===== config.mk =====
export PLATFORM = sky130hd
export DESIGN_NAME = edct_div
export DESIGN_NICKNAME = d
export VERILOG_FILES = /design/src/rtl/core/edct_pkg.sv /design/src/rtl/core/edct_div.sv
export SDC_FILE = /design/constraint.sdc
export NUM_CORES = 1
export LEC_CHECK = 0
export ABC_CLOCK_PERIOD_IN_PS = 3700
export BUFFER_PORTS_ARGS = -buffer_cell sky130_fd_sc_hd__buf_4
export CAP_MARGIN = 20
export CELL_PAD_IN_SITES_DETAIL_PLACEMENT = 1
export CELL_PAD_IN_SITES_GLOBAL_PLACEMENT = 2
export CORE_MARGIN = 2
export CORE_UTILIZATION = 30
export DETAILED_ROUTE_END_ITERATION = 7
export PLACE_DENSITY = 0.69
export SYNTH_ARGS = -nofsm -noshare
export SYNTH_HDL_FRONTEND = slang
export SYNTH_SLANG_ARGS = --single-unit
export TNS_END_PERCENT = 100

===== constraint.sdc =====
create_clock -name i_clk -period 3.7 [get_ports i_clk]
set_clock_uncertainty 0.2 [all_clocks]
set_input_delay 0.74 -clock i_clk [delete_from_list [all_inputs] [get_ports i_clk]]
set_output_delay 0.74 -clock i_clk [all_outputs]
set_load 0.02 [all_outputs]

===== src/rtl/core/edct_pkg.sv =====
// shared types and constants of the epoch distinct-count detector
`timescale 1ns / 1ps
package edct_pkg;
    localparam int TS_W        = 48;
    localparam int IP_W        = 32;
    localparam int PORT_W      = 16;
    localparam int CNT_W       = 9;
    localparam int EID_W       = 16;
    localparam int MODE_W      = 2;
    localparam int TICK_W      = 32;
    localparam int CFG_IDX_W   = 2;
    localparam int PAIR_W      = 2 * IP_W;
    localparam int MAX_RESULTS = 64;
    localparam int RES_W       = $clog2(MAX_RESULTS + 1);
    localparam int IN_DATA_W   = 128;
    localparam int OUT_DATA_W  = 64;

    localparam logic [CNT_W-1:0]     COUNT_MAX           = '1;
    localparam logic [CFG_IDX_W-1:0] REG_EPOCH_TICKS     = 2'd0;
    localparam logic [CFG_IDX_W-1:0] REG_QUERY_MODE      = 2'd1;
    localparam logic [CFG_IDX_W-1:0] REG_COUNT_THRESHOLD = 2'd2;
    localparam logic [MODE_W-1:0]    MODE_PORT_SCAN      = 2'd1;
    localparam logic [MODE_W-1:0]    MODE_DDOS           = 2'd2;
    localparam logic                 KIND_FLUSH          = 1'b1;

    typedef enum logic [5:0] {
        S_IDLE = 6'b000001,
        S_DIV  = 6'b000010,
        S_WALK = 6'b000100,
        S_WCHK = 6'b001000,
        S_SCAN = 6'b010000,
        S_SCHK = 6'b100000
    } t_state;

    typedef struct packed {
        logic [IP_W-1:0]  key;
        logic [CNT_W-1:0] cnt;
    } t_group;
endpackage


===== src/rtl/core/edct_div.sv =====
// restoring divider, one quotient bit per cycle, for the epoch skip count
`timescale 1ns / 1ps
module edct_div (
    input  logic                          i_clk,
    input  logic                          i_rst_n,
    input  logic                          i_start,
    input  logic [edct_pkg::TS_W-1:0]     i_dividend,
    input  logic [edct_pkg::TICK_W-1:0]   i_divisor,
    output logic                          o_done,
    output logic [edct_pkg::TS_W-1:0]     o_quot,
    output logic [edct_pkg::TICK_W-1:0]   o_rem
);
    import edct_pkg::*;

    localparam int STEP_W = $clog2(TS_W);

    logic                r_busy, n_busy;
    logic                r_done, n_done;
    logic [STEP_W-1:0]   r_cnt, n_cnt;
    logic [TS_W-1:0]     r_q, n_q;
    logic [TICK_W-1:0]   r_rem, n_rem;
    logic [TICK_W-1:0]   r_div, n_div;
    logic [TICK_W:0]     trial;

    always_comb begin
        n_busy = r_busy;
        n_done = 1'b0;
        n_cnt  = r_cnt;
        n_q    = r_q;
        n_rem  = r_rem;
        n_div  = r_div;
        trial  = {r_rem, r_q[TS_W-1]};
        if (i_start) begin
            n_busy = 1'b1;
            n_cnt  = '0;
            n_q    = i_dividend;
            n_rem  = '0;
            n_div  = i_divisor;
        end else if (r_busy) begin
            // shift in the next dividend bit, subtract when it fits
            if (trial >= {1'b0, r_div}) begin
                n_rem = TICK_W'(trial - {1'b0, r_div});
                n_q   = {r_q[TS_W-2:0], 1'b1};
            end else begin
                n_rem = trial[TICK_W-1:0];
                n_q   = {r_q[TS_W-2:0], 1'b0};
            end
            if (r_cnt == STEP_W'(TS_W - 1)) begin
                n_busy = 1'b0;
                n_done = 1'b1;
            end else begin
                n_cnt = r_cnt + 1'b1;
            end
        end
    end

    always_ff @(posedge i_clk) begin
        if (!i_rst_n) begin
            r_busy <= 1'b0;
            r_done <= 1'b0;
            r_cnt  <= '0;
        end else begin
            r_busy <= n_busy;
            r_done <= n_done;
            r_cnt  <= n_cnt;
        end
        r_q   <= n_q;
        r_rem <= n_rem;
        r_div <= n_div;
    end

    assign o_done = r_done;
    assign o_quot = r_q;
    assign o_rem  = r_rem;
endmodule

---- After elaboration in Yosys (flattened, before gate mapping) ----
Index checks and enable logic that the tools add are counted.
W data, S select, Z words.
storage, ports and cells
  output and inout port bits .............. 81
  bits of input ports ..................... 83
  register bits after elaboration ......... 120
  logic and storage cells ................. 25
operators by class
  $lt $le $gt $ge ......................... 1
  equal/unequal tests ..................... 1
  reductions and logical operators ........ 4
  add/subtract/negate cells ............... 2
  bitwise operators ....................... 3
  muxes and demuxes ....................... 8
operators with widths
  kind                   count
  $mux W48               2
  $ge A33 B32 Y1         1
  $mux W32               1
  $sub A32 B32 Y32       1
  $add A6 B1 Y6 const B  1
  $eq A6 B6 Y1 const B   1
  $mux W1                5
  $not A1 Y1             3
  $reduce_or A3 Y1       1
  $reduce_and A2 Y1      1
  $reduce_bool A2 Y1     1
  $reduce_or A2 Y1       1

---- Longest topological paths before layout ----
  depth after elaboration ................. 4
  mapped depth ............................ 12
  gate-level depth less buffers ........... 11

---- Worst setup path after synthesis ----
OpenSTA, ideal clock, no wires.
  kind .................................... flip-flop to flip-flop
  from .................................... register r_rem[2] (netlist: o_rem[2])
  to ...................................... register r_rem[21] (netlist: o_rem[21])
  data required time ...................... 3.384 ns
  arrival time ............................ 2.736 ns
  setup time .............................. 0.116 ns
  period minus slack after synthesis ...... 3.052 ns
  setup slack ............................. 0.648 ns
  stages on the path, launching flop included .. 11
  path buffers ............................ 1
  cells stage by stage .................... dfxtp_1 > ha_1 > a21o_1 > a21oi_2 > a2111oi_2 > or3_1 > buf_2 > a31o_4 > a31o_2 > or4_1 > o211a_1
between the ends
  word-level cells in the longest chain between the ends .. 2
  elaborated cells on any way between the ends .. 3
  those cells by class .................... 1 x add/sub; 1 x order compare; 1 x mux
RTL lines
  item                                                RTL line                        source
  start: declaration                                  edct_div.sv:21                  logic [TICK_W-1:0] r_rem, n_rem;
  start signal: assignment                            edct_div.sv:68                  r_rem <= n_rem;
  $sub A32 B32 Y32 or $ge A33 B32 Y1 (tied branches)  edct_div.sv:42, edct_div.sv:41
  $mux W32 (*)                                        edct_div.sv:41                  if (trial >= {1'b0, r_div}) begin
Every way passes the cells marked *; elsewhere a longest branch is shown, timed or not.
A chain may end at the register's enable or synchronous reset.

---- Worst setup path in the final report ----
  from .................................... register r_div[18]
  to ...................................... register r_q[0] (netlist: o_quot[0]) (data pin)
between the ends
  word-level cells in the longest chain between the ends .. 4
RTL lines
  item                      RTL line        source
  start: declaration        edct_div.sv:22  logic [TICK_W-1:0] r_div, n_div;
  start signal: assignment  edct_div.sv:69  r_div <= n_div;
  $ge A33 B32 Y1            edct_div.sv:41
  $mux W1                   edct_div.sv:41
  $mux W48                  edct_div.sv:39  end else if (r_busy) begin
  $mux W48                  edct_div.sv:33  if (i_start) begin
  net n_q[0]                edct_div.sv:20  logic [TS_W-1:0] r_q, n_q;
  end signal: assignment    edct_div.sv:67  r_q <= n_q;
  end: declaration          edct_div.sv:20
The timed path passes the listed nets, and every way through them passes these cells. The select of a mux whose other input is x is not followed.

==> flow_summary.toml <==
[outcome]
status = "completed"

[route]
ant_nets = 0
wl_um = 22200
dr.pass1.iters = 4
drt_iter0_drc = 194
route.detailed.drc = 0
wl_per_cell_um = 19.5
vias = 5939
viasPerCell = 5.22

[timing]
fin_setup_tns_ns = 0
slew_headroom_pct = 51.9
hold_violations = 0
period_needed_ns = 3.33
finalCritPeriodShare_pct = 90.1
grt_setup_unrepaired = "no"
fmax_mhz = 300
finalSetupViolations = 0
worstMarginPinSlew_ns = 0.721
finalMaxSlewViolations = 0

[finish]
fill_cells = 2552
finalNonFillerCells = 1137
final_cell_mix = "buf_4 (180), edfxtp_1 (80), nor2_1 (50), mux2_2 (48)"
register_area_sq_um = 3200
nets = 956
drive_above_1_share_pct = 32.0
antenna_cells = 0
final_common_cell = "buf_4"
multi_input_area_sq_um = 3350
area_growth_pct = 31.2

[min_path]
hp-class = "input port to flip-flop"
holdPathEnd = "r_div[24]$_DFFE_PP_"
hp-start = "i_divisor[24]"
min_path_cells = 1

[die]
start_util_pct = 30.4
coreArea_sq_um = 22600
fp.dieH_um = 155
dieWidth_um = 155
row_count = 55
die_area_sq_um = 24100
ioPinCount = 164

[worst_setup_path]
cp_max_fo = 14
reg2reg_depth = 10
crit_type = "flip-flop to flip-flop"
cp.required_ns = 3.67
worstPathArrival_ns = 3.31
rr_endpoint = "o_quot[0]$_DFFE_PP_"
worstReg2RegStart = "r_div[18]$_DFFE_PP_"
critPathSlowestCell = "and2_1"
path_cells = "inv_1, ha_1, and3_1, and2_1, nand4_1, nor2_1, nand4_1, and2_1, nand2_1, mux2_2"
worst-path-stages = 10
reg2reg_slack_ns = 0.37
cp.buffers_inverters = 1
start_kind = "flip-flop"
end_kind = "flip-flop"
crit_family = "simple AND/OR/NAND/NOR gates"
cpPeakStageDelay_ns = 0.59

[placement]
place_hpwl_um = 16100
gp_congestion = 0.837
dpl.cell_count = 1104
io_buffer_count = 163

[synthesis]
avgSynthCellArea_sq_um = 10.2
synthesis.area_sq_um = 6870
ys_warn_count = 0
yosysTopAreaCellShare_pct = 35.0
ys_seq_area_share_pct = 46.6
synth_edf_count = 80
synthCells = 673
synth_cell_type_count = 59
ys_ff_latch = 120
yosys.area.top_type = "edfxtp_1"
async_reset_ff_share_pct = 0
synth_nets = 790
ys.flop_type = "edfxtp_1"
yosys-top-cells-area = "edfxtp_1 (35%), dfxtp_1 (12%), mux2_2 (7.9%)"

[power_and_ir_drop]
power.share.clock_pct = 35.8
p_sw_share_pct = 33.0
leakagePower_uw = 0.00381
p_seq_share_pct = 37.9
combinationalPowerShare_pct = 26.3
p_int_uw = 2930
peakVddDrop_mv = 0.210
p_per_area_nw_per_um2 = 485
p_sw_uw = 1440

[global_routing]
grt_overflow = 0
grt_start_max_net_pins = 111
antenna_found_initial = 0
grt_pass1_wl_um = 35300
first_global_vias = 6482
grt_usage_pct = 18.6

[cts]
ctsLongestPathBuffers = 2
htreeDepth = 4
cts-root-buf = "clkbuf_16"
cts_sinks = 120
tritoncts = "done"
numCtsBuffers = 17
clock_latency_ns = 0.42
post_cts_buffers = 0
clk_pin_slew_ns = 0.06

[run]
drv_cap = 0
## flip-flops by register name, indices dropped and copies added (netlist names)
signal and cells:
o_done 1, o_quot 48, o_rem 32, r_busy 1
r_cnt 6, r_div 32
## layer usage
layer | vias up | track usage, % | routed length (um) | part of all wire, %
met5 | - | 0 | 0 | 0
met1 | 2879 | 23.5 | 9840 | 44
met2 | 180 | 30.5 | 10400 | 47
met3 | 36 | 6.18 | 1640 | 7.4
met4 | 0 | 5.33 | 335 | 1.5
li1 | 2844 | - | - | -
## worst max path at each step
| stage | slack [ns] | endpoint | from |
|---|---|---|---|
| floorplan | 0.65 | o_rem[21]$_SDFFE_PP0P_ | o_rem[2]$_SDFFE_PP0P_ |
| global placement | 0.41 | o_rem[0]$_SDFFE_PP0P_ | o_rem[27]$_SDFFE_PP0P_ |
| detailed placement | 0.28 | o_rem[16]$_SDFFE_PP0P_ | o_rem[2]$_SDFFE_PP0P_ |
| CTS | 0.24 | o_rem[16]$_SDFFE_PP0P_ | o_rem[2]$_SDFFE_PP0P_ |
| global route | 0.13 | o_rem[19]$_SDFFE_PP0P_ | r_div[24]$_DFFE_PP_ |
| finish | 0.37 | o_quot[0]$_DFFE_PP_ | r_div[18]$_DFFE_PP_ |
## cell type report
type / count / area share [%]
multi-input cells: 474 / 37.2
well taps: 285 / 3.96
clock inverters: 15 / 1.29
inverters: 44 / 1.83
repair buffers: 182 / 15.4
flip-flops and latches: 120 / 35.5
clock buffers: 17 / 4.72
## what timing repair did
item | 4_1_cts | 5_1_grt
endpoints found under the setup margin | 0 | 1
resized for setup | 0 | 1
hold buffers | 0 | 0
## cell usage after synthesis (3+ instances only)
cell type  instances
edfxtp_1          80
nor2_1            50
mux2_2            48
nand2_1           44
inv_1             43
dfxtp_1           40
a21oi_1           38
o21ai_0           38
ha_1              33
nand3_1           32
clkbuf_1          25
a311oi_1          23
xnor2_1           19
a21o_1            13
a31oi_1           10
xor2_1            10
a211oi_1           9
nand4_1            9
and3_1             8
and2_1             7
or3_1              7
nor2b_1            6
nor3_1             6
buf_2              5
o211ai_1           5
o21bai_1           5
buf_4              4
nand2b_1           4
nor4_1             4
o21a_1             4
mux2i_1            3
nor3b_1            3
or2_2              3
## cell families (layout without fill, tap and decap cells)
group,Yosys count,after routing,synth area share [%]
DFF,120,120,46.6
adders and majority gates,34,34,6.30
muxes,51,51,8.30
and+or+nand+nor,186,186,12.9
AOI/OAI and AO/OA,174,174,17.4
buffers and inverters,79,258,4.73
xor gates and xnor gates,29,29,3.70
## stage by stage
stage	total power [uW]	cell area [sq um]	utilization [%]	hold WS, ns	setup slack [ns]
6_report	4370	9010	39.9	0.291	0.368
3_3_place_gp	2810	8440	37.4	0.271	0.409
3_5_place_dp	2830	8440	37.4	0.298	0.278
5_1_grt	4620	9010	39.9	0.268	0.129
4_1_cts	4430	8980	39.8	0.269	0.240
2_1_floorplan	2380	6870	-	0.255	0.648
## power groups by stage
stage | Clock [uW] | Combinational (uW) | Sequential [uW]
after floorplan | 0 | 608 | 1770
after global placement | 0 | 1130 | 1680
after detailed placement | 0 | 1150 | 1690
after CTS | 1620 | 1150 | 1660
after global routing | 1680 | 1260 | 1670
final | 1560 | 1150 | 1660
## worst reg2reg max path: stages (launching register included)
cell	delay, ns
edfxtp_1	0.37
inv_1	0.08
ha_1	0.28
and3_1	0.23
and2_1	0.21
nand4_1	0.20
nor2_1	0.10
nand4_1	0.15
and2_1	0.59
nand2_1	0.33
mux2_2	0.35
Note: power is estimated with default switching activity, not from simulation.
